$ cat src/hdl/bf3_pkg.sv
// Package for the 3x3 box mean filter: image geometry, queue sizing,
// divide-by-nine constants and the request types passed between the parts.
// No dependencies.
package bf3_pkg;

  localparam int WIDTH   = 256;
  localparam int HEIGHT  = 256;
  localparam int COL_W   = $clog2(WIDTH);
  localparam int ROW_W   = $clog2(HEIGHT);

  localparam int PIX_W   = 8;
  localparam int SUM_W   = 12;

  // floor(s / 9) == (s * 7282) >> 16 for every s up to 9 * 255
  localparam int RECIP_W     = 13;
  localparam int RECIP_SHIFT = 16;
  localparam logic [RECIP_W-1:0] RECIP9 = RECIP_W'(7282);

  localparam int Q_DEPTH = 4;
  localparam int QPTR_W  = $clog2(Q_DEPTH);
  localparam int QCNT_W  = $clog2(Q_DEPTH + 1);

  typedef struct packed {
    logic [PIX_W-1:0] top;
    logic [PIX_W-1:0] mid;
    logic [PIX_W-1:0] bot;
    logic [ROW_W-1:0] orow;
    logic [COL_W-1:0] ocol;
    logic             border;
  } bf3_entry_t;

  typedef struct packed {
    logic       valid;
    bf3_entry_t entry;
  } bf3_push_t;

  typedef struct packed {
    logic [QCNT_W-1:0] count;
    logic              empty;
  } bf3_q_status_t;

endpackage

$ cat src/hdl/bf3_ram.sv
// Generic simple dual-port RAM: one write port, one read port, registered read.
// No dependencies.
module bf3_ram #(
  parameter int DATA_W = 8,
  parameter int DEPTH  = 256
) (
  input  logic                     clk,
  input  logic                     wr_en,
  input  logic [$clog2(DEPTH)-1:0] wr_addr,
  input  logic [DATA_W-1:0]        wr_data,
  input  logic                     rd_en,
  input  logic [$clog2(DEPTH)-1:0] rd_addr,
  output logic [DATA_W-1:0]        rd_data
);

  logic [DATA_W-1:0] mem [DEPTH];

  always_ff @(posedge clk) begin
    if (wr_en) begin
      mem[wr_addr] <= wr_data;
    end
    if (rd_en) begin
      rd_data <= mem[rd_addr];
    end
  end

endmodule

$ cat src/hdl/bf3_front.sv
// Front end: accepts pixels, tracks raster position, reads and rotates the
// two line stores and pushes window column requests. Uses bf3_pkg, bf3_ram.
module bf3_front
  import bf3_pkg::*;
(
  input  logic              clk,
  input  logic              rst,
  input  logic              in_valid,
  output logic              in_stall,
  input  logic [PIX_W-1:0]  pixel,
  input  bf3_q_status_t     q_stat,
  output bf3_push_t         push
);

  logic [COL_W-1:0]  col;
  logic [ROW_W-1:0]  row;
  logic              accept;
  logic [COL_W-1:0]  ocol_next;
  logic [ROW_W-1:0]  orow_next;
  logic              border_next;
  logic [QCNT_W:0]   credit;

  logic              s1_valid;
  logic [COL_W-1:0]  s1_col;
  logic [PIX_W-1:0]  s1_pixel;
  logic [ROW_W-1:0]  s1_orow;
  logic [COL_W-1:0]  s1_ocol;
  logic              s1_border;

  logic [PIX_W-1:0]  near_rd;
  logic [PIX_W-1:0]  far_rd;

  assign credit   = {1'b0, q_stat.count} + (QCNT_W+1)'(s1_valid);
  assign in_stall = credit >= (QCNT_W+1)'(Q_DEPTH);
  assign accept   = in_valid && !in_stall;

  always_comb begin
    if (col != '0) begin
      ocol_next = col - COL_W'(1);
      orow_next = (row != '0) ? row - ROW_W'(1) : ROW_W'(HEIGHT - 1);
    end else begin
      ocol_next = COL_W'(WIDTH - 1);
      if (row >= ROW_W'(2)) begin
        orow_next = row - ROW_W'(2);
      end else if (row == '0) begin
        orow_next = ROW_W'(HEIGHT - 2);
      end else begin
        orow_next = ROW_W'(HEIGHT - 1);
      end
    end
    border_next = (orow_next == '0) || (orow_next == ROW_W'(HEIGHT - 1)) ||
                  (ocol_next == '0) || (ocol_next == COL_W'(WIDTH - 1));
  end

  always_ff @(posedge clk) begin
    if (rst) begin
      col      <= '0;
      row      <= '0;
      s1_valid <= 1'b0;
    end else begin
      s1_valid <= accept;
      if (accept) begin
        if (col == COL_W'(WIDTH - 1)) begin
          col <= '0;
          row <= (row == ROW_W'(HEIGHT - 1)) ? '0 : row + ROW_W'(1);
        end else begin
          col <= col + COL_W'(1);
        end
      end
    end
    if (accept) begin
      s1_col    <= col;
      s1_pixel  <= pixel;
      s1_orow   <= orow_next;
      s1_ocol   <= ocol_next;
      s1_border <= border_next;
    end
  end

  // row above
  bf3_ram #(.DATA_W(PIX_W), .DEPTH(WIDTH)) u_near (
    .clk     (clk),
    .wr_en   (s1_valid),
    .wr_addr (s1_col),
    .wr_data (s1_pixel),
    .rd_en   (accept),
    .rd_addr (col),
    .rd_data (near_rd)
  );

  // row two above
  bf3_ram #(.DATA_W(PIX_W), .DEPTH(WIDTH)) u_far (
    .clk     (clk),
    .wr_en   (s1_valid),
    .wr_addr (s1_col),
    .wr_data (near_rd),
    .rd_en   (accept),
    .rd_addr (col),
    .rd_data (far_rd)
  );

  always_comb begin
    push.valid        = s1_valid;
    push.entry.top    = far_rd;
    push.entry.mid    = near_rd;
    push.entry.bot    = s1_pixel;
    push.entry.orow   = s1_orow;
    push.entry.ocol   = s1_ocol;
    push.entry.border = s1_border;
  end

endmodule

$ cat config.mk
export PLATFORM = sky130hd
export DESIGN_NAME = bf3_front
export DESIGN_NICKNAME = d
export VERILOG_FILES = /design/src/hdl/bf3_pkg.sv /design/src/hdl/bf3_ram.sv /design/src/hdl/bf3_front.sv
export SDC_FILE = /design/constraint.sdc
export NUM_CORES = 2
export LEC_CHECK = 0
export CAP_MARGIN = 40
export CORE_ASPECT_RATIO = 0.75
export CORE_MARGIN = 4
export CORE_UTILIZATION = 55
export CTS_BUF_LIST = sky130_fd_sc_hd__clkbuf_4
export DETAILED_ROUTE_END_ITERATION = 8
export DONT_BUFFER_PORTS = 1
export PLACE_DENSITY_LB_ADDON = 0.05
export SLEW_MARGIN = 15
export SYNTH_ARGS = -nofsm -noshare
export SYNTH_HDL_FRONTEND = slang
export SYNTH_HIERARCHICAL = 1
export SYNTH_SLANG_ARGS = --single-unit
$ cat constraint.sdc
create_clock -name clk -period 7.5 [get_ports clk]
set_input_delay 0.375 -clock clk [delete_from_list [all_inputs] [get_ports clk]]
set_output_delay 0.375 -clock clk [all_outputs]
set_load 0.05 [all_outputs]
==> metrics.md <==
| Metric | Value |
|---|---|
| Most frequent cells in the layout | 4,145 x edfxtp_1, 1,392 x clkbuf_4, 908 x mux4_2 |
| Largest net degree at the start of global routing | approximately 210 |
| Worst skew pair latency | between 1000 and 1500 ps |
| GRT overflow | 0 |
| Net Sw Power | slightly below 10 mW |
| Worst ir drop on vdd | between 100 and 150 uV |
| Share of layout cells above drive strength 1 | between 30 and 40% |
| WL met3 | between 40 and 50 mm |
| Reg-to-reg setup timing slack | roughly 3200 ps |
| Post-route minimum period | around 4300 ps |
| Drt via density | 6.401 |
| H-Tree Depth | 6 |
| Post-CTS Setup Bufs | 0 |
| Post-CTS sizing | 0 |
| Status | complete, no violations |
| Total wire length | 413.8 mm |
| Clock power share | slightly below 40% |
| Setup TNS | 0 ps |
| Sequential fraction of the synthesis area | between 70% and 80% |
| Routability cong. | ~0.84 |
| Vias | roughly 85,000 |
| Top Layer Used | met5 |
| Leak | between 50 and 60 nW |
| Hold Path Class | in -> reg |
| Pwr per Cell Area | about 250 nW/um^2 |
| Number of buffers created by CTS | 957 |
| Switching share of power | a little over a fifth |
| Relative slew slack | 5.270% |
| First-pass GRT wire length | 593.6 mm |
| CTS tree | built |
| Yosys top cell by area | edfxtp_1 |
| RSZ-0062 raised after global routing | false |
| Setup crit end kind | flop |
| WL/cell | around 31 um |
| First drt pass iteration count | 6 |
| CORE AREA | 292,900 um^2 |
| Syn nets | 7,732 |
| Top cell type's share of synthesized area | between 70% and 80% |
| Vias in the first global route | around 84,000 |
| Commonest non-fill, non-tap cell in the layout | edfxtp_1 |
| Post-synth ARST share | 0% |
| Sequential share of power | 56.9% |
| Area of the multi-input gates | ~34,000 um^2 |
| # rows | between 150 and 200 |
| CTS Buffer Depth | 4 |
| DRC viols | 0 |
| Detail Placement HPWL | roughly 250 mm |
| WS Path Type | reg -> reg |
| Post-Route Skew | 90.26 ps |
| Final setup viols | 0 |
| Port bufs | 0 |
| Register area | around 120,000 um^2 |
| Hold slack | approximately 230 ps |
| Hold Buf Count CTS | 29 |
| Clk sinks | 4,162 |
| Mapped Cells | 7,706 |
| Startpoint Class | flop |
| Fin. Hold Viols | 0 |
| Post-synthesis cell type count | 79 |
| DR WL met2 | 179.0 mm |
| Max Cap Viol | 0 |
| Critical path arrival | ~5500 ps |
| Final period utilization | approximately 58% |
| Clock Pin Slew Worst Setup and Hold Paths | around 70 ps |
| Mapped Area | about 160,000 um^2 |
| Internal | 35.15 mW |
| Die W | 634.4 um |
| Initial antenna violation count | 25 |
| Top cells by area, synth | edfxtp_1 77%, mux4_2 13%, mux2i_1 1.7% |
| CP Max Fanout | 34 |
| Fill cells | about 21,000 |
| Root Buffer | clkbuf_4 |
| Die Y-Extent | around 480 um |
| Slew of the pin with the lowest slew margin | 1421 ps |
| Max Clk Rate | between 0.2 and 0.25 GHz |
| Syn avg cell area | 21.01 um^2 |
| Final nets | between 8,000 and 9,000 |
| Area grow syn2layout | 11.13% |
| Die ar. | 303,200 um^2 |
| Combinational fraction of design power | about 4.2% |
| Overall power | between 40 and 50 mW |
| Synth warn | 6 |
| GRT Total Usage | ~27% |
| Data required, critical path | approximately 8700 ps |
| Slew Limit Fails | 0 |
| Initial Util | a little under three fifths |
| Register bit total from synthesis | 4,162 |
| Initial drt markers | 10,220 |
| I/O pin count | 58 |
| Final antenna-violating net count | 0 |
| Synth Flop Type | edfxtp_1 |
| Met1 WL | 179.3 mm |
| EDFF count, synth | 4,145 |
==> cells by family (layout without fill, tap and decap cells) <==
group	after synthesis	after routing	share of synthesized area (%)
AND/OR/NAND/NOR	1031	1031	2.922
AO/OA/AOI/OAI	807	807	3.529
multiplexers	1184	1184	14.38
XOR/XNOR	17	17	0.09198
other	0	7	0
buffers and inverters	494	2097	1.891
adder cells (fa/ha/maj)	11	11	0.08502
flip-flops	4162	4162	77.10
==> Yosys cell counts (27+ instances only) <==
cell type,number
a211oi_1,33
a21oi_1,196
a221oi_1,28
a22oi_1,267
buf_1,45
buf_2,63
buf_4,57
buf_6,48
clkbuf_1,226
edfxtp_1,4145
mux2i_1,270
mux4_2,908
nand2_1,87
nand3_1,75
nand4_1,27
nor2_1,587
nor2b_1,64
nor3_1,55
nor4_1,49
o21ai_0,31
o221ai_1,93
o22ai_1,56
==> critical path, cell delays in order, from the launching register on <==
cell             delay [ps]
dfxtp_4                 870
clkinv_1                630
buf_4                   430
nor2_4                  440
buf_4                   430
a22oi_1                 160
a21oi_1                 440
nor4_1                  110
clkdlybuf4s15_2         270
nor4_1                  240
==> layout make-up <==
type                       count  area share, %
antenna                        7       0.009737
clock buffer                1392          5.809
clock inverter               267         0.7866
inverter                      13        0.02712
multi-input combinational   3050          19.02
sequential                  4162          69.39
tap                         3915          2.723
timing repair buffer         425          2.235
==> worst paths after layout <==
check               from                 to  cells after the start
max               col[2]  u_near/rd_data[4]                      9
min             pixel[5]        s1_pixel[5]                      2
max reg2reg       col[2]  u_near/rd_data[4]                      9
min reg2reg  s1_pixel[5]  u_near/mem[60][5]                      1
==> sequential cells by signal (all words and copies together) (netlist names) <==
name,cells
col,8
row,8
s1_border,1
s1_col,8
s1_ocol,8
s1_orow,8
s1_pixel,8
s1_valid,1
u_far/mem,2048
u_far/rd_data,8
u_near/mem,2048
u_near/rd_data,8
==> stage by stage <==
step	util (%)	instances	worst slack, ps	cell area (um^2)
after detailed placement	56.99	11450	3137	166900
after floorplan	-	7706	3088	161900
final	61.42	13230	3160	179900
after global placement	56.56	11310	2792	165700
after CTS	61.14	13140	3121	179100
after global routing	61.42	13230	3041	179900
==> layer usage <==
layer	vias up	global-route usage [%]
met1	44890	43.74
met3	513	7.858
met4	16	5.947
met5	-	0
li1	34740	-
met2	4535	37.31
==> power by group through the flow <==
stage	logic (mW)	registers (mW)	clock network (mW)
6_report	1.86	25.5	17.5
5_1_grt	1.99	25.5	19.3
4_1_cts	1.87	25.5	17.9
3_5_place_dp	1.86	26.0	0
3_3_place_gp	1.80	26.1	0
2_1_floorplan	1.24	26.2	0
(Power assumes the default switching activity.)
