<file path="config.mk">
export PLATFORM = sky130hd
export DESIGN_NAME = bf3_queue
export DESIGN_NICKNAME = d
export VERILOG_FILES = /design/src/hdl/bf3_pkg.sv /design/src/hdl/bf3_queue.sv
export SDC_FILE = /design/constraint.sdc
export NUM_CORES = 1
export LEC_CHECK = 0
export BUFFER_PORTS_ARGS = -buffer_cell sky130_fd_sc_hd__buf_2
export CORE_MARGIN = 2
export CORE_UTILIZATION = 32
export CTS_BUF_LIST = sky130_fd_sc_hd__clkbuf_8 sky130_fd_sc_hd__clkbuf_16
export DETAILED_ROUTE_END_ITERATION = 6
export REMOVE_ABC_BUFFERS = 1
export SYNTH_ARGS = -nofsm -noshare
export SYNTH_HDL_FRONTEND = slang
export SYNTH_SLANG_ARGS = --single-unit
export TNS_END_PERCENT = 1
</file>
<file path="constraint.sdc">
create_clock -name clk -period 2.7 [get_ports clk]
set_clock_uncertainty 0.05 [all_clocks]
set_input_delay 0.135 -clock clk [delete_from_list [all_inputs] [get_ports clk]]
set_output_delay 0.135 -clock clk [all_outputs]
set_load 0.005 [all_outputs]
</file>
<file path="src/hdl/bf3_pkg.sv">
// Package for the 3x3 box mean filter: image geometry, queue sizing,
// divide-by-nine constants and the request types passed between the parts.
// No dependencies.
package bf3_pkg;

  localparam int WIDTH   = 256;
  localparam int HEIGHT  = 256;
  localparam int COL_W   = $clog2(WIDTH);
  localparam int ROW_W   = $clog2(HEIGHT);

  localparam int PIX_W   = 8;
  localparam int SUM_W   = 12;

  // floor(s / 9) == (s * 7282) >> 16 for every s up to 9 * 255
  localparam int RECIP_W     = 13;
  localparam int RECIP_SHIFT = 16;
  localparam logic [RECIP_W-1:0] RECIP9 = RECIP_W'(7282);

  localparam int Q_DEPTH = 4;
  localparam int QPTR_W  = $clog2(Q_DEPTH);
  localparam int QCNT_W  = $clog2(Q_DEPTH + 1);

  typedef struct packed {
    logic [PIX_W-1:0] top;
    logic [PIX_W-1:0] mid;
    logic [PIX_W-1:0] bot;
    logic [ROW_W-1:0] orow;
    logic [COL_W-1:0] ocol;
    logic             border;
  } bf3_entry_t;

  typedef struct packed {
    logic       valid;
    bf3_entry_t entry;
  } bf3_push_t;

  typedef struct packed {
    logic [QCNT_W-1:0] count;
    logic              empty;
  } bf3_q_status_t;

endpackage

</file>
<file path="src/hdl/bf3_queue.sv">
// Short request queue between front and back ends.
// Uses bf3_pkg.
module bf3_queue
  import bf3_pkg::*;
(
  input  logic          clk,
  input  logic          rst,
  input  bf3_push_t     push,
  input  logic          pop,
  output bf3_entry_t    head,
  output bf3_q_status_t q_stat
);

  bf3_entry_t        mem [Q_DEPTH];
  logic [QPTR_W-1:0] wr_ptr;
  logic [QPTR_W-1:0] rd_ptr;
  logic [QCNT_W-1:0] count;

  assign head         = mem[rd_ptr];
  assign q_stat.count = count;
  assign q_stat.empty = (count == '0);

  always_ff @(posedge clk) begin
    if (rst) begin
      wr_ptr <= '0;
      rd_ptr <= '0;
      count  <= '0;
    end else begin
      if (push.valid) begin
        wr_ptr <= wr_ptr + QPTR_W'(1);
      end
      if (pop) begin
        rd_ptr <= rd_ptr + QPTR_W'(1);
      end
      case ({push.valid, pop})
        2'b10:   count <= count + QCNT_W'(1);
        2'b01:   count <= count - QCNT_W'(1);
        default: count <= count;
      endcase
    end
    if (push.valid) begin
      mem[wr_ptr] <= push.entry;
    end
  end

endmodule

</file>
==> flow_metrics.env, run 1 <==
export IMPL_status="complete, no violations"
export IMPL_period_minus_slack_ns=2.21
export IMPL_clock_sinks=173
export IMPL_antennaDiodeCount=0
export IMPL_viasPerCell=4.43
export IMPL_htree_levels=4
export IMPL_hp_class="in2reg"
export IMPL_seq_area_frac_synth_pct=79.8
export IMPL_dp_cells=610
export IMPL_track_usage_pct=11.9
export IMPL_rsz0062_at_grt="false"
export IMPL_path_class="reg2out"
export IMPL_hold_ws_ns=0.0119
export IMPL_ys_types=22
export IMPL_syn_to_final_growth_pct=27.1
export IMPL_postSynthAreaPerCell_sq_um=24.5
export IMPL_required_ns=2.52
export IMPL_clkTransAtPathRegs_ns=0.07
export IMPL_dp_hpwl_mm=6.89
export IMPL_max_freq_mhz=453
export IMPL_ir_drop_mv=0.433
export IMPL_yosys_warnings=0
export IMPL_cts_buffer_depth=2
export IMPL_start_util_pct=32.8
export IMPL_insertion_delay_ns=0.42
export IMPL_syn_inst=261
export IMPL_fillers=1750
export IMPL_p_total_w=0.00600
export IMPL_setup_violations=0
export IMPL_ys_ff_latch=173
export IMPL_ctsResizeCount=0
export IMPL_synth_top_family_by_area="multiplexers"
export IMPL_ant_nets=0
export IMPL_grt_max_degree=42
export IMPL_fp_dieH_microns=145
export IMPL_cp_start_kind="flip-flop"
export IMPL_antenna_found_initial=0
export IMPL_final_max_slew_viol_count=0
export IMPL_dpl_worst_slack_ns=0.709
export IMPL_setup_worst_path_end_class="output port"
export IMPL_synth_compound_area_share_pct=0.235
export IMPL_power_density_nw_per_um2=738
export IMPL_reg2reg_to="mem[0][30]"
export IMPL_die_area_sq_um=21100
export IMPL_dr_pass1_iters=4
export IMPL_core_area_sq_um=19500
export IMPL_reg2reg_depth=4
export IMPL_worst_slack_ns=0.492
export IMPL_drt_iter0_drc=140
export IMPL_final_seq_area_sq_um=5110
export IMPL_nNetsFinal=459
export IMPL_overflow=0
export IMPL_hold_viol=0
export IMPL_synth_xor_area_share_pct=0.685
export IMPL_multi_input_area_sq_um=1150
export IMPL_drc=0
export IMPL_fin_cells=684
export IMPL_max_cap_viol_count=0
export IMPL_routedWlPerCell_microns=17.3
export IMPL_grt_pass1_wl_mm=18.9
export IMPL_path_max_fanout=25
export IMPL_num_rows=51
export IMPL_reg2reg_from="wr_ptr[0]"
export IMPL_cp_endpoint="head[3]"
export IMPL_synthSimpleGateAreaFrac_pct=1.10
export IMPL_synth_mux_area_share_pct=14.7
export IMPL_io_pins=90
export IMPL_place_congestion=0.626
export IMPL_period_share_pct=81.8
export IMPL_routed_wl_mm=11.8
export IMPL_cts_tree="yes"
export IMPL_clockRootBuffer="clkbuf_16"
export IMPL_relSlewSlack_pct=56.3
export IMPL_cts_buffers=17
export IMPL_grt_pass1_vias=3410
export IMPL_die_w_microns=145
export IMPL_setup_tns_ns=0
export IMPL_p_leak_nw=2.78
export IMPL_arrival_ns=2.02
export IMPL_worstMarginPinSlew_ns=0.656
export IMPL_synth_fa_ha_area_share_pct=1.29
export IMPL_drive_gt1_share_pct=40.1
export IMPL_port_buffers=89
export IMPL_r2r_slack_ns=0.77
export IMPL_via_count=3029
export IMPL_syn_area_sq_um=6390
## layer usage
layer	track usage, %	routed length, microns	up-vias
li1	-	-	1372
met1	14.9	5290	1563
met2	19.3	5770	77
met3	3.79	582	17
met4	4.85	203	0
met5	0	0	-
## cells by family (layout without fill, tap and decap cells)
family,Yosys count,count (layout)
AO/OA/AOI/OAI,3,3
XOR/XNOR,5,5
adder cells (fa/ha/maj),6,6
buffers and inverters,17,175
flip-flops,173,173
multiplexers,42,42
AND/OR/NAND/NOR,15,15
## cell usage in the layout (no fill, tap or decap), drive strengths merged
master,n
a21oi,2
and2,4
buf,95
bufinv,2
clkbuf,17
clkinv,6
clkinvlp,2
dfxtp,9
dlygate4sd3,44
edfxtp,164
fa,1
ha,5
inv,9
mux2i,1
mux4,41
nand2,1
nor2,8
nor3,1
o21ai,1
or3,1
xnor2,2
xor2,3
## synth_stat cells, drive strengths merged
cell	count	area, sq um
a21oi	2	10.0
and2	4	25.0
buf	10	115
clkbuf	1	3.75
dfxtp	9	180
edfxtp	164	4920
fa	1	20.0
ha	5	62.6
inv	6	22.5
mux2i	1	10.0
mux4	41	927
nand2	1	3.75
nor2	8	30.0
nor3	1	5.00
o21ai	1	5.00
or3	1	6.26
xnor2	2	17.5
xor2	3	26.3
## area by class of cell
type / instances / share of cell area, %
clock inverter: 13 / 1.57
tap: 265 / 4.08
inverter: 6 / 0.277
multi-input combinational: 71 / 14.2
clock buffer: 17 / 5.23
timing repair buffer: 139 / 11.8
sequential: 173 / 62.9
## state kept, by name (all words and copies together), names as in the netlist, named ones only
| signal | flops |
|---|---|
| count | 3 |
| mem | 164 |
| rd_ptr | 2 |
| wr_ptr | 2 |
## worst max-delay path: stages (launching register included)
cell and delay, ns:
dfxtp_4 0.59, buf_12 0.29, mux4_2 0.54, buf_2 0.15
## through the flow
stage               area (sq um)  utilization (%)
floorplan                   6280                -
global placement            7130             36.5
detailed placement          7130             36.5
CTS                         8130             41.6
global route                8130             41.6
finish                      8130             41.6
## power breakdown
part           internal (W)  total (W)  switching, W
sequential          0.00308    0.00314     0.0000602
clock               0.00134    0.00230      0.000957
combinational      0.000306   0.000562      0.000256
total               0.00472    0.00600       0.00127
## timing repair
action / CTS / global route
endpoints found under the setup margin: 0 / 0
hold buffers: 44 / 0
endpoints found under the hold margin: 173 / 0
buffers inserted: 0 / 0
## worst min-delay path by stage
stage	from	to	slack [ns]	cells past startpoint
detailed placement	push[32]	mem[2][32]	0.30	1
global route	push[41]	wr_ptr[0]	0.04	3
floorplan	rst	count[2]	0.15	1
global placement	push[2]	mem[0][2]	0.30	1
finish	push[41]	wr_ptr[0]	0.01	3
CTS	push[41]	wr_ptr[0]	0.009	3
(Power assumes the default switching activity.)
==> inputs of run 2 (changes only) <==
- clock period: 2.7 -> 1.8 ns (I/O delays scaled with it)
==> flow_metrics.env, run 2 (synthesized netlist as in run 1, its figures left out) <==
export IMPL_core_area_sq_um=19500
export IMPL_worstMarginPinSlew_ns=0.352
export IMPL_clock_sinks=173
export IMPL_drt_iter0_drc=162
export IMPL_dp_cells=612
export IMPL_die_w_microns=145
export IMPL_antennaDiodeCount=0
export IMPL_clockRootBuffer="clkbuf_16"
export IMPL_path_max_fanout=22
export IMPL_required_ns=1.66
export IMPL_rsz0062_at_grt="true"
export IMPL_regMostFlops="mem"
export IMPL_p_leak_nw=2.83
export IMPL_critPathBufInv=2
export IMPL_hold_ws_ns=0.371
export IMPL_overflow=0
export IMPL_cp_start_kind="flip-flop"
export IMPL_viasPerCell=4.38
export IMPL_final_max_slew_viol_count=0
export IMPL_place_congestion=0.665
export IMPL_via_count=3017
export IMPL_utilization_pct=42.5
export IMPL_clkTransAtPathRegs_ns=0.06
export IMPL_power_density_nw_per_um2=1120
export IMPL_layout_commonest_cell="edfxtp_1"
export IMPL_cts_setup_buffers=0
export IMPL_dp_hpwl_mm=6.52
export IMPL_largest_register_ffs=164
export IMPL_switching_share_pct=21.2
export IMPL_period_minus_slack_ns=1.87
export IMPL_insertion_delay_ns=0.42
export IMPL_routedWlPerCell_microns=16.4
export IMPL_critPathTopFamily="multiplexers"
export IMPL_p_int_w=0.00730
export IMPL_crit_chain="buf_16 > mux4_2 > buf_2"
export IMPL_hp_class="in2reg"
export IMPL_ant_nets=0
export IMPL_max_stage_delay_ns=0.55
export IMPL_seqPwrFrac_pct=50.4
export IMPL_num_rows=51
export IMPL_cts_tree="yes"
export IMPL_grt_max_degree=42
export IMPL_worst_slack_ns=-0.0673
export IMPL_cts_buffer_depth=2
export IMPL_pwr_share_clk_pct=39.5
export IMPL_start_util_pct=32.8
export IMPL_p_sw_w=0.00196
export IMPL_syn_to_final_growth_pct=29.6
export IMPL_dr_pass1_iters=4
export IMPL_nNetsFinal=462
export IMPL_cts_buffers=17
export IMPL_top_regs="mem: 164 flops, count: 3 flops"
export IMPL_setup_violations=40
export IMPL_ir_drop_mv=0.636
export IMPL_final_cell_mix="edfxtp_1, buf_2, dlygate4sd3_1"
export IMPL_setup_tns_ns=-1.05
export IMPL_setup_worst_path_end_class="output port"
export IMPL_htree_levels=4
export IMPL_status="finished with violations"
export IMPL_max_cap_viol_count=0
export IMPL_cp_slowest_cell="mux4_2"
export IMPL_antenna_found_initial=0
export IMPL_period_share_pct=104
export IMPL_relSlewSlack_pct=76.5
export IMPL_track_usage_pct=11.3
export IMPL_fp_dieH_microns=145
export IMPL_grt_pass1_vias=3331
export IMPL_routed_wl_mm=11.3
export IMPL_io_pins=90
export IMPL_die_area_sq_um=21100
export IMPL_violations="negative setup slack"
export IMPL_fin_cells=689
export IMPL_path_class="reg2out"
export IMPL_combPwrFrac_pct=10.1
export IMPL_grt_pass1_wl_mm=18.0
export IMPL_port_buffers=89
export IMPL_hold_viol=0
export IMPL_arrival_ns=1.73
export IMPL_drive_gt1_share_pct=41.0
export IMPL_drc=0
export IMPL_max_freq_mhz=536
==> run 2: changes by cell type in the layout (fill, tap and decap cells not counted), moves of 2 or more <==
cell        before  now
buf_2           89   83
buf_4            4    2
clkinv_2         3    1
clkinvlp_4       2    4
buf_12           2    5
buf_6            0    6
==> run 2: final cells by class <==
| class | count | area (sq um) |
|---|---|---|
| multi-input cells | 71 | 1150 |
| clock buffers | 17 | 425 |
| fillers | 1772 | 11200 |
| repair buffers | 142 | 1080 |
| flip-flops and latches | 173 | 5110 |
| inverters | 6 | 22.5 |
| well taps | 265 | 332 |
| clock inverters | 15 | 171 |
==> run 2: metal layers <==
layer / vias up / track usage [%] / part of all wire, %
met1: 1548 / 14.0 / 43
li1: 1382 / - / -
met3: 13 / 3.29 / 4.8
met2: 74 / 18.8 / 50
met4: 0 / 4.71 / 1.6
met5: - / 0 / 0
==> run 2: worst paths after layout <==
kind,cells past startpoint,endpoint,slack (ns),startpoint
worst max register to register,5,count[2],0.16,count[0]
worst max-delay path,3,head[10],-0.07,flip-flop
worst min-delay path,2,mem[3][26],0.37,push[26]
worst min register to register,2,count[2],0.47,count[2]
==> run 2: power by group through the flow <==
stage                     registers (W)  clock network (W)  logic (W)
after floorplan                 0.00480                  0   0.000387
after global placement          0.00474                  0   0.000836
after detailed placement        0.00475                  0   0.000854
after CTS                       0.00467            0.00376   0.000942
after global routing            0.00468            0.00391    0.00102
final                           0.00467            0.00366   0.000934
==> run 2: timing repair <==
| action | 4_1_cts | 5_1_grt |
|---|---|---|
| hold buffers | 45 | 0 |
| cloned | 0 | 0 |
| resized for setup | 2 | 7 |
| setup endpoints to repair | 41 | 42 |
| endpoints found under the hold margin | 173 | 0 |
==> run 2: through the flow <==
step	power [W]	setup slack (ns)	area [sq um]
global route	0.00962	-0.132	8290
floorplan	0.00519	-0.847	6280
global placement	0.00558	0.212	7200
detailed placement	0.00561	0.140	7200
CTS	0.00937	-0.101	8250
finish	0.00926	-0.0673	8290
