==> src/hdl/bf3_pkg.sv <==
// Package for the 3x3 box mean filter: image geometry, queue sizing,
// divide-by-nine constants and the request types passed between the parts.
// No dependencies.
package bf3_pkg;

  localparam int WIDTH   = 256;
  localparam int HEIGHT  = 256;
  localparam int COL_W   = $clog2(WIDTH);
  localparam int ROW_W   = $clog2(HEIGHT);

  localparam int PIX_W   = 8;
  localparam int SUM_W   = 12;

  // floor(s / 9) == (s * 7282) >> 16 for every s up to 9 * 255
  localparam int RECIP_W     = 13;
  localparam int RECIP_SHIFT = 16;
  localparam logic [RECIP_W-1:0] RECIP9 = RECIP_W'(7282);

  localparam int Q_DEPTH = 4;
  localparam int QPTR_W  = $clog2(Q_DEPTH);
  localparam int QCNT_W  = $clog2(Q_DEPTH + 1);

  typedef struct packed {
    logic [PIX_W-1:0] top;
    logic [PIX_W-1:0] mid;
    logic [PIX_W-1:0] bot;
    logic [ROW_W-1:0] orow;
    logic [COL_W-1:0] ocol;
    logic             border;
  } bf3_entry_t;

  typedef struct packed {
    logic       valid;
    bf3_entry_t entry;
  } bf3_push_t;

  typedef struct packed {
    logic [QCNT_W-1:0] count;
    logic              empty;
  } bf3_q_status_t;

endpackage

==> src/hdl/bf3_back.sv <==
// Back end: 3x3 window, nine-pixel sum, divide by nine, border zeroing and
// output register. Uses bf3_pkg.
module bf3_back
  import bf3_pkg::*;
(
  input  logic              clk,
  input  logic              rst,
  input  bf3_entry_t        head,
  input  bf3_q_status_t     q_stat,
  output logic              pop,
  output logic              out_valid,
  input  logic              out_stall,
  output logic [PIX_W-1:0]  filtered,
  output logic [7:0]        out_row,
  output logic [7:0]        out_col
);

  logic [PIX_W-1:0] win [6];
  logic             adv;
  logic [SUM_W-1:0] sum_next;

  logic             a_valid;
  logic [SUM_W-1:0] a_sum;
  logic [ROW_W-1:0] a_orow;
  logic [COL_W-1:0] a_ocol;
  logic             a_border;

  logic [SUM_W+RECIP_W-1:0] prod;
  logic [ROW_W+7:0]         row_ext;
  logic [COL_W+7:0]         col_ext;

  assign adv = !out_valid || !out_stall;
  assign pop = !q_stat.empty && (adv || !a_valid);

  assign sum_next = SUM_W'(head.top) + SUM_W'(head.mid) + SUM_W'(head.bot) +
                    SUM_W'(win[0]) + SUM_W'(win[1]) + SUM_W'(win[2]) +
                    SUM_W'(win[3]) + SUM_W'(win[4]) + SUM_W'(win[5]);

  assign prod    = (SUM_W+RECIP_W)'(a_sum) * (SUM_W+RECIP_W)'(RECIP9);
  assign row_ext = {8'b0, a_orow};
  assign col_ext = {8'b0, a_ocol};

  always_ff @(posedge clk) begin
    if (rst) begin
      a_valid   <= 1'b0;
      out_valid <= 1'b0;
    end else begin
      if (adv) begin
        out_valid <= a_valid;
        a_valid   <= pop;
      end else if (!a_valid) begin
        a_valid <= pop;
      end
    end
    if (pop) begin
      a_sum    <= sum_next;
      a_orow   <= head.orow;
      a_ocol   <= head.ocol;
      a_border <= head.border;
      win[3]   <= win[0];
      win[4]   <= win[1];
      win[5]   <= win[2];
      win[0]   <= head.top;
      win[1]   <= head.mid;
      win[2]   <= head.bot;
    end
    if (adv && a_valid) begin
      filtered <= a_border ? '0 : prod[RECIP_SHIFT +: PIX_W];
      out_row  <= row_ext[7:0];
      out_col  <= col_ext[7:0];
    end
  end

endmodule

==> config.mk <==
export PLATFORM = sky130hd
export DESIGN_NAME = bf3_back
export DESIGN_NICKNAME = d
export VERILOG_FILES = /design/src/hdl/bf3_pkg.sv /design/src/hdl/bf3_back.sv
export SDC_FILE = /design/constraint.sdc
export NUM_CORES = 1
export LEC_CHECK = 0
export ABC_AREA = 1
export BUFFER_PORTS_ARGS = -buffer_cell sky130_fd_sc_hd__buf_2
export CORE_MARGIN = 5
export CORE_UTILIZATION = 45
export CTS_CLUSTER_SIZE = 28
export DETAILED_ROUTE_END_ITERATION = 10
export GPL_TIMING_DRIVEN = 0
export HOLD_SLACK_MARGIN = 0.15
export SLEW_MARGIN = 0
export SYNTH_ARGS = -nofsm -noshare
export SYNTH_HDL_FRONTEND = slang
export SYNTH_SLANG_ARGS = --single-unit
export TNS_END_PERCENT = 1
==> constraint.sdc <==
create_clock -name clk -period 5.3 [get_ports clk]
set_input_delay 0.53 -clock clk [delete_from_list [all_inputs] [get_ports clk]]
set_output_delay 0.53 -clock clk [all_outputs]
set_load 0.01 [all_outputs]
==> results.json, run 1 <==
{
  "status": "completed",
  "grt_pass1_wl_mm": 20.5,
  "cts_resized": 0,
  "final_cell_mix": "inv_1, edfxtp_1, fa_1, ha_1, buf_2",
  "cts_tree": "built",
  "hp-class": "primary input to flip-flop",
  "ys_seq_area_frac": 0.426,
  "worst-path-stages": 20,
  "post_cts_buffers": 0,
  "drc": 0,
  "rsz0062_at_grt": "false",
  "final.min_clock_period_ps": 4510,
  "cp.required_ps": 5400,
  "maxSlewHeadroom": 0.350,
  "cpMostUsedCell": "inv_1",
  "first_pass_iters": 4,
  "ant_nets": 0,
  "holdPathStages": 2,
  "avgViaCountPerCell": 4.64,
  "clk_pin_slew_ps": 70,
  "cts-root-buf": "clkbuf_16",
  "maxSlewViolCount": 0,
  "setup_viol": 0,
  "boundaryPins": 74,
  "clk_latency_ps": 340,
  "drt_wl_total_mm": 11.4,
  "crit_path_start": "a_sum[3]$_DFFE_PP_",
  "synthSimpleGateAreaFrac": 0.0737,
  "critPathCapture": "filtered[2]$_SDFFCE_PP0P_",
  "grtUsageTotal": 0.139,
  "clockBufferDepth": 2,
  "row_count": 46,
  "path_cells": "inv_1 -> fa_1 -> inv_1 -> ha_1 -> inv_1 -> fa_1 -> inv_1 -> fa_1 -> inv_1 -> fa_1 -> inv_1 -> ha_1 -> nand2_1 -> inv_1 -> a21oi_1 -> nor3_1 -> nor2_1 -> nand3_1 -> nand2_1 -> nor2_1",
  "hp-start": "rst",
  "path_delay_family": "adder cells",
  "clock_sinks": 103,
  "die-area_mm2": 0.0187,
  "path_class": "flip-flop to flip-flop",
  "cts_max_level": 3,
  "dp_cells": 884,
  "grt_antenna_before_repair": 0,
  "fin_worst_skew_ps": 6.96,
  "fin_setup_tns_ps": 0,
  "max_cap_violations": 0,
  "slowest_delay_ps": 530,
  "critPathSlowestCell": "fa_1",
  "syn_inst": 597,
  "layout.nets": 890,
  "routedWlPerCell_um": 12.6,
  "synth_mux_area_frac": 0,
  "regToRegSetupSlack_ps": 790,
  "tightestPinTransition_ps": 975,
  "cts_buffers": 9,
  "fin_cells": 900,
  "start_util": 0.456,
  "die_w_um": 137,
  "yosys_warnings": 0,
  "netlist_area_mm2": 0.00721,
  "gp_congestion": 0.852,
  "dp_hpwl_mm": 9.43,
  "crit_fanout": 5,
  "coreArea_mm2": 0.0158,
  "areaGrowthSynthToFinish_pct": 12.9,
  "utilization": 0.515,
  "grt_max_degree": 79,
  "reg2reg_to": "filtered[2]$_SDFFCE_PP0P_",
  "synth_seq_cells": 103,
  "ys_types": 33,
  "cts_hold_buf": 0,
  "synthAdderAreaFrac": 0.369,
  "syn_nets": 808,
  "fin_crit_sh": 0.850,
  "synth_top_family_by_area": "adder cells",
  "finalHoldViolCount": 0,
  "yosys-top-cells-area": "edfxtp_1, fa_1, ha_1",
  "drive_gt1_frac": 0.154,
  "arrival_ps": 4600,
  "syn_area_per_cell_um2": 12.1,
  "timing.rr.start": "a_sum[3]$_DFFE_PP_",
  "die_y_um": 137,
  "worstSetupEndpointType": "flip-flop",
  "antenna_cells": 0,
  "synth-xor-area-share": 0.0121,
  "drtIter0Drc": 198,
  "grt.overflow.total": 0,
  "worst-path-buf-inv": 7,
  "synth_top_area_frac": 0.421,
  "first_global_vias": 4487,
  "synth_compound_area_frac": 0.0402,
  "mostFrequentLayoutCell": "inv_1",
  "ff2ff_path_depth": 20,
  "start_kind": "flip-flop",
  "synth_top_cell_by_area": "edfxtp_1",
  "dr_total_vias": 4179,
  "fmax_ghz": 0.222,
  "portBuffers": 70
}
-- per-layer routing --
layer	track usage	routed length [µm]	up-vias
met5	0	0	-
met4	0.0454	167	0
met3	0.0287	428	13
met2	0.228	5670	57
met1	0.185	5080	2024
li1	-	-	2085
-- flip-flops by register name (all words and copies together), names as in the netlist --
name       flops
a_sum         12
out_valid      1
a_ocol         8
a_border       1
a_orow         8
win           48
a_valid        1
out_col        8
out_row        8
filtered       8
-- cell families (layout without fill, tap and decap cells) --
group	count (synthesis)	after routing
flops	103	103
compound gates	48	48
buf+inv	151	238
fa+ha+maj	163	163
xor+xnor	10	10
simple gates	122	122
-- synthesized netlist by cell type, drive strengths merged --
cell	count
a211oi	1
nand4	5
nand3	12
o21a	1
xnor2	1
fa	83
o21bai	3
a21boi	2
xor2	9
o21ai	7
edfxtp	101
or2	1
nor2	28
ha	80
inv	151
a21oi	29
nor3	5
a21o	4
o211ai	1
nand2	69
dfxtp	2
and3	1
nand3b	1
-- through the flow --
step           cell area (µm²)  hold slack (ps)  worst slack (ps)
2_1_floorplan             7210              400              1120
3_3_place_gp              7830              400               800
3_5_place_dp              7850              405               793
4_1_cts                   8150              336               763
5_1_grt                   8150              342               440
6_report                  8150              353               794
-- worst register-to-register path: cells and delay by family (launching register included) --
kind	cells	cell delay [ps]
simple gates	6	510
compound gates	1	200
flops	1	480
fa+ha+maj	6	2640
buf+inv	7	430
-- how the worst min path moves through the flow --
stage | to | slack [ps]
after CTS | a_valid$_SDFF_PP0_ | 340
final | a_valid$_SDFF_PP0_ | 350
after detailed placement | out_row[5]$_DFFE_PP_ | 400
after global placement | out_col[5]$_DFFE_PP_ | 400
after floorplan | out_col[0]$_DFFE_PP_ | 400
after global routing | a_orow[5]$_DFFE_PP_ | 340
-- area by class of cell --
cell class	count	area (µm²)
clock buffers	11	253
clock inverters	5	40.0
fillers	1380	7680
inverters	151	569
multi-input cells	343	3570
flip-flops and latches	103	3070
well taps	216	270
repair buffers	71	365
Power of run 1 is not shown: default switching activity piles up to over one toggle a cycle in this logic, so the estimate is an artifact.
==> run 2: changes to the inputs <==
--- a/config.mk
+++ b/config.mk
@@ -8,7 +8,7 @@
 export ABC_AREA = 1
 export BUFFER_PORTS_ARGS = -buffer_cell sky130_fd_sc_hd__buf_2
 export CORE_MARGIN = 5
-export CORE_UTILIZATION = 45
+export CORE_UTILIZATION = 30
 export CTS_CLUSTER_SIZE = 28
 export DETAILED_ROUTE_END_ITERATION = 10
 export GPL_TIMING_DRIVEN = 0
==> run 2 against run 1 <==
Net effect: sequential share of layout area shrank 0.82 points; routed wire length grew 0.27%; design area increased by 2.2%; critical path depth decreased by 2; worst hold slack improved by 2.7 ps; register-to-register slack better by 40 ps; worst setup slack better by 37 ps; core utilization shrank 16 points; clock-buffer cell count decreased by 1.
==> results.json, run 2 (same netlist as run 1, synthesis figures left out) <==
{
  "final.min_clock_period_ps": 4470,
  "tightestPinTransition_ps": 522,
  "drtIter0Drc": 144,
  "slowest_delay_ps": 530,
  "worst-path-buf-inv": 5,
  "max_cap_violations": 0,
  "cts-root-buf": "clkbuf_16",
  "rsz0062_at_grt": "false",
  "coreArea_mm2": 0.0235,
  "worstSetupEndpointType": "flip-flop",
  "crit_fanout": 4,
  "layout_setup_ws_ps": 831,
  "fin_crit_sh": 0.843,
  "path_delay_family": "adder cells",
  "fin_worst_skew_ps": 7.88,
  "critPathCapture": "filtered[2]$_SDFFCE_PP0P_",
  "cpMostUsedCell": "inv_1",
  "die-area_mm2": 0.0272,
  "drt_wl_total_mm": 11.4,
  "fillers": 2353,
  "die_y_um": 165,
  "regToRegSetupSlack_ps": 830,
  "reg2reg_to": "filtered[2]$_SDFFCE_PP0P_",
  "dp_hpwl_mm": 9.61,
  "finalHoldViolCount": 0,
  "portBuffers": 70,
  "arrival_ps": 4570,
  "hold-worst-slack_ps": 355,
  "grt_antenna_before_repair": 0,
  "boundaryPins": 74,
  "largest-register": "win",
  "top_regs": "win: 48 flops, a_sum: 12 flops",
  "crit_path_start": "a_sum[7]$_DFFE_PP_",
  "drive_gt1_frac": 0.152,
  "clk_latency_ps": 350,
  "hp-class": "primary input to flip-flop",
  "ff2ff_path_depth": 18,
  "clk_pin_slew_ps": 70,
  "first_pass_iters": 4,
  "maxSlewViolCount": 0,
  "fin_setup_tns_ps": 0,
  "first_global_vias": 4249,
  "grtUsageTotal": 0.0898,
  "cts_resized": 0,
  "post_cts_buffers": 0,
  "grt-busiest-layer": "met2",
  "path_cells": "fa_1 -> ha_1 -> inv_1 -> fa_1 -> inv_1 -> fa_1 -> inv_1 -> fa_1 -> inv_1 -> ha_1 -> nand2_1 -> inv_1 -> a21oi_1 -> nor3_1 -> nor2_1 -> nand3_1 -> nand2_1 -> nor2_1",
  "fmax_ghz": 0.224,
  "clock_sinks": 103,
  "cts_hold_buf": 0,
  "globalRouteMet2Util": 0.140,
  "cp.required_ps": 5400,
  "place_ws_ps": 847,
  "utilization": 0.354,
  "final_cell_mix": "inv_1, edfxtp_1, fa_1, ha_1, buf_2",
  "gp_congestion": 0.847,
  "largest_reg_flops": 48,
  "cts_max_level": 3,
  "avgViaCountPerCell": 4.07,
  "mostFrequentLayoutCell": "inv_1",
  "die_w_um": 165,
  "row_count": 56,
  "worst-path-stages": 18,
  "ant_nets": 0,
  "start_util": 0.306,
  "cts_tree": "built",
  "use_met3": 0.0210,
  "routedWlPerCell_um": 11.3,
  "dr_total_vias": 4088,
  "grt.overflow.total": 0,
  "grt_max_degree": 62,
  "areaGrowthSynthToFinish_pct": 15.4,
  "critPathSlowestCell": "fa_1",
  "status": "completed",
  "maxSlewHeadroom": 0.651,
  "path_class": "flip-flop to flip-flop",
  "layout.nets": 891,
  "timing.rr.start": "a_sum[7]$_DFFE_PP_",
  "grt_pass1_wl_mm": 19.5,
  "met1_usage": 0.125,
  "setup_viol": 0,
  "clockBufferDepth": 2,
  "start_kind": "flip-flop",
  "drc": 0,
  "cts_buffers": 9
}
==> run 2: routing by layer <==
metal,share of wire,wire length [µm],vias up
met1,0.47,5390,1912
li1,-,-,2081
met4,0.013,150,0
met5,0,0,-
met2,0.46,5200,82
met3,0.056,636,13
==> run 2: area by class of cell <==
| cell class | instances | area (µm²) | share of cell area |
|---|---|---|---|
| multi-input cells | 343 | 3570 | 0.429 |
| clock inverters | 6 | 85.1 | 0.0102 |
| well taps | 319 | 399 | 0.0479 |
| inverters | 151 | 569 | 0.0684 |
| diodes | 1 | 2.50 | 0.000301 |
| flip-flops and latches | 103 | 3070 | 0.369 |
| repair buffers | 72 | 393 | 0.0472 |
| clock buffers | 10 | 229 | 0.0275 |
==> run 2: worst min path at each step <==
stage                              startpoint                      to  slack [ps]  cells after the start
final                                     rst  out_valid$_SDFFE_PP0N_         360                      2
after detailed placement  a_ocol[4]$_DFFE_PP_    out_col[4]$_DFFE_PP_         400                      0
after CTS                            head[12]     a_orow[3]$_DFFE_PP_         340                      1
after floorplan           a_ocol[0]$_DFFE_PP_    out_col[0]$_DFFE_PP_         400                      0
after global placement    a_orow[4]$_DFFE_PP_    out_row[4]$_DFFE_PP_         400                      0
after global routing                  head[2]     a_ocol[1]$_DFFE_PP_         340                      1
==> run 2: per-stage QoR <==
step                      cell area, µm²  instances
after floorplan                     7210        597
after global placement              7960        986
after detailed placement            8010        988
after CTS                           8320       1004
after global routing                8320       1004
final                               8330       1005
Power of run 2 is left out for the same reason.
